`src/rtl/core/cbf_pkg.sv`:
```
`timescale 1ns / 1ps

// Shared constants and types for the cross blur filter
package cbf_pkg;

  // Defaults for the top-level parameters
  localparam int MAX_WIDTH_DEF    = 512;
  localparam int CHANNEL_BITS_DEF = 16;

  // Fixed field widths
  localparam int NUM_CH    = 3;
  localparam int ROW_W     = 12;
  localparam int COLUMN_W  = 9;
  localparam int FW_W      = 10;
  localparam int FH_W      = 12;
  localparam int WEIGHT_W  = 10;
  localparam int FRAC_BITS = 10;
  localparam int ROUND_HALF = 1 << (FRAC_BITS - 1);
  localparam int MIN_SIZE  = 3;

  // APB-style register port
  localparam int DATA_W  = 32;
  localparam int PADDR_W = 4;

  // Register indexes (byte address = 4 * index)
  localparam logic [1:0] REG_FRAME_WIDTH  = 2'd0;
  localparam logic [1:0] REG_FRAME_HEIGHT = 2'd1;
  localparam logic [1:0] REG_CENTER_WT    = 2'd2;
  localparam logic [1:0] REG_SIDE_WT      = 2'd3;

  // Register reset values
  localparam logic [FW_W-1:0]     FW_RST = 10'd480;
  localparam logic [FH_W-1:0]     FH_RST = 12'd360;
  localparam logic [WEIGHT_W-1:0] CW_RST = 10'd532;
  localparam logic [WEIGHT_W-1:0] SW_RST = 10'd123;

  typedef struct packed {
    logic [WEIGHT_W-1:0] center;
    logic [WEIGHT_W-1:0] side;
  } cbf_weights_t;

  // Side information carried with each pixel through the filter pipe
  typedef struct packed {
    logic [ROW_W-1:0]    row;       // row of the input that caused it
    logic [COLUMN_W-1:0] column;
    logic                border;    // pass the centre pixel through
    logic                last_row;  // input sits in the last row: two results
  } cbf_meta_t;

endpackage

```
`src/rtl/core/cbf_cross_pipe.sv`:
```
`timescale 1ns / 1ps

// Three-stage cross filter: neighbour sum, weight multiply, round/saturate.
// The last stage also serves as the output register and plays out one or
// two results per request.
module cbf_cross_pipe import cbf_pkg::*; #(
  parameter int CB = CHANNEL_BITS_DEF
) (
  input  logic                   clk,
  input  logic                   rst_n,
  input  cbf_weights_t           weights,
  input  logic                   push_valid,
  output logic                   push_ready,
  input  cbf_meta_t              push_meta,
  input  logic [NUM_CH*CB-1:0]   above,
  input  logic [NUM_CH*CB-1:0]   left,
  input  logic [NUM_CH*CB-1:0]   right,
  input  logic [NUM_CH*CB-1:0]   up2,
  input  logic [NUM_CH*CB-1:0]   cur,
  output logic                   out_valid,
  input  logic                   out_ready,
  output logic [NUM_CH*CB-1:0]   out_pix,
  output logic [ROW_W-1:0]       out_row,
  output logic [COLUMN_W-1:0]    out_column,
  output logic                   out_last
);
  localparam int PW  = NUM_CH * CB;
  localparam int SW  = CB + 2;              // sum of four neighbours
  localparam int PCW = CB + WEIGHT_W;       // centre product
  localparam int PSW = SW + WEIGHT_W;       // side product
  localparam int ACW = PSW + 1;             // accumulator
  localparam int QW  = ACW - FRAC_BITS;     // after dropping the fraction

  // stage 1: neighbour sums
  logic              s1_v_r;
  cbf_meta_t         s1_meta_r;
  logic [PW-1:0]     s1_above_r;
  logic [PW-1:0]     s1_cur_r;
  logic [SW-1:0]     s1_sum_r [NUM_CH];
  logic [SW-1:0]     sum_nxt  [NUM_CH];

  // stage 2: products
  logic              s2_v_r;
  cbf_meta_t         s2_meta_r;
  logic [PW-1:0]     s2_above_r;
  logic [PW-1:0]     s2_cur_r;
  logic [PCW-1:0]    s2_pc_r [NUM_CH];
  logic [PSW-1:0]    s2_ps_r [NUM_CH];

  // stage 3: results
  logic              s3_v_r;
  logic              s3_phase_r;
  cbf_meta_t         s3_meta_r;
  logic [PW-1:0]     s3_res_r;
  logic [PW-1:0]     s3_cur_r;
  logic [PW-1:0]     res_nxt;

  logic              en2, en3, s3_done, out_fire;

  // stall chain: a stage loads when empty or when it empties this cycle
  assign out_fire   = s3_v_r && out_ready;
  assign s3_done    = out_fire && (s3_phase_r || !s3_meta_r.last_row);
  assign en3        = !s3_v_r || s3_done;
  assign en2        = !s2_v_r || en3;
  assign push_ready = !s1_v_r || en2;

  always_comb begin
    for (int k = 0; k < NUM_CH; k++) begin
      sum_nxt[k] = SW'(left[k*CB +: CB]) + SW'(right[k*CB +: CB])
                 + SW'(up2[k*CB +: CB])  + SW'(cur[k*CB +: CB]);
    end
  end

  // round half up, saturate to the channel maximum; border pixels pass through
  always_comb begin
    logic [ACW-1:0] acc;
    logic [QW-1:0]  q;
    for (int k = 0; k < NUM_CH; k++) begin
      acc = ACW'(s2_pc_r[k]) + ACW'(s2_ps_r[k]) + ACW'(ROUND_HALF);
      q   = acc[ACW-1:FRAC_BITS];
      if (s2_meta_r.border) begin
        res_nxt[k*CB +: CB] = s2_above_r[k*CB +: CB];
      end else if (q[QW-1:CB] != '0) begin
        res_nxt[k*CB +: CB] = '1;
      end else begin
        res_nxt[k*CB +: CB] = q[CB-1:0];
      end
    end
  end

  // valid bits and result phase
  always_ff @(posedge clk) begin
    if (!rst_n) begin
      s1_v_r     <= 1'b0;
      s2_v_r     <= 1'b0;
      s3_v_r     <= 1'b0;
      s3_phase_r <= 1'b0;
    end else begin
      if (push_ready) begin
        s1_v_r <= push_valid;
      end
      if (en2) begin
        s2_v_r <= s1_v_r;
      end
      if (en3) begin
        s3_v_r     <= s2_v_r;
        s3_phase_r <= 1'b0;
      end else if (out_fire) begin
        s3_phase_r <= 1'b1;
      end
    end
  end

  // datapath registers
  always_ff @(posedge clk) begin
    if (push_ready) begin
      s1_meta_r  <= push_meta;
      s1_above_r <= above;
      s1_cur_r   <= cur;
      s1_sum_r   <= sum_nxt;
    end
    if (en2) begin
      s2_meta_r  <= s1_meta_r;
      s2_above_r <= s1_above_r;
      s2_cur_r   <= s1_cur_r;
      for (int k = 0; k < NUM_CH; k++) begin
        s2_pc_r[k] <= PCW'(weights.center) * PCW'(s1_above_r[k*CB +: CB]);
        s2_ps_r[k] <= PSW'(weights.side) * PSW'(s1_sum_r[k]);
      end
    end
    if (en3) begin
      s3_meta_r <= s2_meta_r;
      s3_res_r  <= res_nxt;
      s3_cur_r  <= s2_cur_r;
    end
  end

  // filtered pixel of the row above first, then the last-row pixel itself
  assign out_valid  = s3_v_r;
  assign out_pix    = s3_phase_r ? s3_cur_r : s3_res_r;
  assign out_row    = s3_phase_r ? s3_meta_r.row : s3_meta_r.row - ROW_W'(1);
  assign out_column = s3_meta_r.column;
  assign out_last   = s3_phase_r || !s3_meta_r.last_row;

endmodule

```
`config.mk`:
```
export PLATFORM = sky130hd
export DESIGN_NAME = cbf_cross_pipe
export DESIGN_NICKNAME = d
export VERILOG_FILES = /design/src/rtl/core/cbf_pkg.sv /design/src/rtl/core/cbf_cross_pipe.sv
export SDC_FILE = /design/constraint.sdc
export NUM_CORES = 2
export LEC_CHECK = 0
export BUFFER_PORTS_ARGS = -buffer_cell sky130_fd_sc_hd__buf_2
export CORE_MARGIN = 2
export CORE_UTILIZATION = 50
export CTS_BUF_LIST = sky130_fd_sc_hd__clkbuf_4 sky130_fd_sc_hd__clkbuf_8 sky130_fd_sc_hd__clkbuf_16
export DETAILED_ROUTE_END_ITERATION = 12
export MAX_ROUTING_LAYER = met4
export PLACE_DENSITY_LB_ADDON = 0.2
export SLEW_MARGIN = 20
export SYNTH_ARGS = -nofsm -noshare
export SYNTH_HDL_FRONTEND = slang
export SYNTH_SLANG_ARGS = --single-unit
```
`constraint.sdc`:
```
create_clock -name clk -period 10.5 [get_ports clk]
set_input_delay 0 -clock clk [delete_from_list [all_inputs] [get_ports clk]]
set_output_delay 0 -clock clk [all_outputs]
set_load 0.01 [all_outputs]
```
==> metrics <==
Post-CTS Resized 0; CTS tree yes; share of the yosys chip area belonging to registers 29.5%; r2r startpoint s1_sum_r[25]; Synth-to-Final Area Change 11.9%; largest net degree at the start of global routing 143; 1st-iter DRT viols ~2500; # DRC 0; # Max-Cap Violations 0; via count slightly below 40000; Core ar. ~120000 um^2; Max Fclk 159 MHz; WL per Instance 18.8 um; kind of start point of the critical path register; Net Count, Synth 7031; Synth top cells by count 836 x inv_1, 804 x fa_1, 605 x nand2_1; clock latency on the worst-skew pair 0.66 ns; R2R depth 21; Total Die Area around 120000 um^2; HP Class in -> reg; Reg2Reg Setup Slack 4.21 ns; max-slew violations 0; TNS Setup 0 ns; Via density 5.33; minimum clock period about 6.3 ns; hpwl dp around 100000 um; arrival time worst endpoint approximately 6.7 ns; status finished clean; Synth Warn # 0; CTS sink cnt around 580; worst-margin pin slew about 1.1 ns; hold depth 4; clock tree buffer depth 3; top_reg_cell synth edfxtp_1; cell taking the most area after synthesis edfxtp_1; GRT Residual Overflow 0; CTS Root Cell clkbuf_16; Avg Synthesized Cell Area 10.9 um^2; dominant cells by area after synthesis edfxtp_1 29%, fa_1 28%, ha_1 12%; layout cell share with drive strength beyond 1 between 10% and 20%; H-Tree Depth 3; Synth Instances ~5400; Nets 7396; vias in the first global route 40680; Synth async-reset ratio 0%; Pre-Repair DR Iteration Count 8; total I/O pin count 359; Fin. Hold Viols 0; Synth top area share 29.4%; initial antenna violation count 6; chip height 346 um; CTS Buf Count 71; Post-synth EDFFs 572; worst-path maximum fanout 10; Std-Cell Rows 125; Worst Hold End s1_sum_r[1]; GRT Util Overall 24.5%; initial cell density of the core 50.4%; unrepaired setup endpoints after global routing no; Synth cell types 80; routability cong. 0.898; Crit Reg-Reg Endpoint s2_ps_r[0][54]; Yosys reg bits ~580; Final Setup Violations 0; clk_skew about 0.029 ns; Die Width 346 um; CTS clk-pin slew, worst paths 0.06 ns; routed wire length between 100000 and 150000 um; Worst EP required between 10 and 15 ns; Routed Antenna Nets 0; mapped cell area a little under 60000 um^2; most frequent cell after synthesis inv_1; first-pass GRT wire length 224000 um; CP endpoint kind register; Port Buffers 358; Tcrit/Tclk final 59.9%; worst hold start right[32]; Slew HR 29.7%; critical path class reg -> reg
==> through the flow <==
stage	cell area, um^2	setup WS (ns)	hold WS, ns	util (%)	cells
CTS	65400	4.23	0.000781	56.3	7310
detailed placement	61500	4.01	0.178	53.0	7044
floorplan	58400	2.66	0.0989	-	5366
global placement	61500	4.16	0.176	53.0	7044
finish	65400	4.21	0.0388	56.4	7313
global route	65400	3.78	0.0278	56.4	7313
==> placed cells by master (no fill, tap or decap), types with 12 or more instances in the layout <==
master and instances:
clkbuf_4 12, and3_1 32, mux2_2 48, nand4_1 15, ha_1 574, buf_2 358
o21a_1 29, fa_1 804, a21oi_1 151, o21ai_1 26, a211oi_1 18, xnor2_1 160
nor3_1 61, nor2b_1 32, nor2_1 151, o21ai_0 67, o22a_1 33, nand3_1 44
inv_1 835, or3_1 14, nand2_1 604, bufinv_16 12, xor2_1 55, nand2b_1 24
edfxtp_1 572, clkbuf_16 73, o21bai_1 21, and2_1 495, a21o_1 80, a31oi_1 12
buf_4 25, dlygate4sd3_1 138
==> flip-flops by register name (all words and copies together) (netlist names), 48 cells and up <==
name        flops
s3_res_r       48
s1_sum_r       54
s2_above_r     48
s1_cur_r       48
s2_cur_r       48
s2_ps_r        84
s2_pc_r        78
s3_cur_r       48
s1_above_r     48
==> how the worst max path moves through the flow <==
stage | startpoint | to | slack (ns) | cells past startpoint
floorplan | s3_phase_r | s2_above_r[0] | 2.66 | 4
global placement | weights[3] | s2_ps_r[0][27] | 4.16 | 23
detailed placement | weights[3] | s2_ps_r[0][27] | 4.01 | 23
CTS | s1_above_r[7] | s2_pc_r[0][22] | 4.23 | 21
global route | s1_sum_r[25] | s2_ps_r[0][54] | 3.78 | 21
finish | s1_sum_r[25] | s2_ps_r[0][54] | 4.21 | 21
==> routing by layer <==
layer	vias up	part of all wire (%)	track usage, %
met5	-	0	-
met4	0	2.4	6.41
met3	166	6.5	3.96
met2	1032	44	36.5
met1	19648	47	35.1
li1	18150	-	-
==> area by class of cell <==
class	count	area, um^2
clock inverters	41	587
flip-flops and latches	576	17300
well taps	1524	1910
fillers	9935	50600
clock buffers	87	1940
diodes	3	7.51
inverters	837	3150
repair buffers	523	3400
multi-input cells	3722	37200
==> cell families (layout without fill, tap and decap cells) <==
family,after synthesis,in the layout,share of synthesized area (%)
fa+ha+maj,1378,1378,39.8
mux,53,53,1.01
compound gates,574,574,6.82
other cells,0,3,0
xor+xnor,215,215,3.22
buf+inv,1068,1488,6.93
simple gates,1502,1502,12.7
flops,576,576,29.5
==> worst max-delay path, cell delays in order (launching register included) <==
cell	delay, ns
edfxtp_1	0.62
nand2_1	0.15
fa_1	0.58
inv_1	0.06
fa_1	0.50
inv_1	0.06
fa_1	0.52
inv_1	0.05
fa_1	0.48
inv_1	0.05
fa_1	0.47
inv_1	0.04
ha_1	0.35
a2111oi_0	0.44
o21ai_1	0.23
a311oi_1	0.32
nor2_1	0.14
o211ai_1	0.31
o31a_1	0.22
a311oi_1	0.16
mux2i_1	0.18
nand3_1	0.10
==> what timing repair did <==
action	4_1_cts	5_1_grt
endpoints found under the hold margin	136	0
buffers inserted	0	0
setup endpoints to repair	0	0
hold buffers	138	0
Power is left out: the tool's default activity adds up to more than one toggle a clock period on the data nets, which glitch-free logic cannot reach.
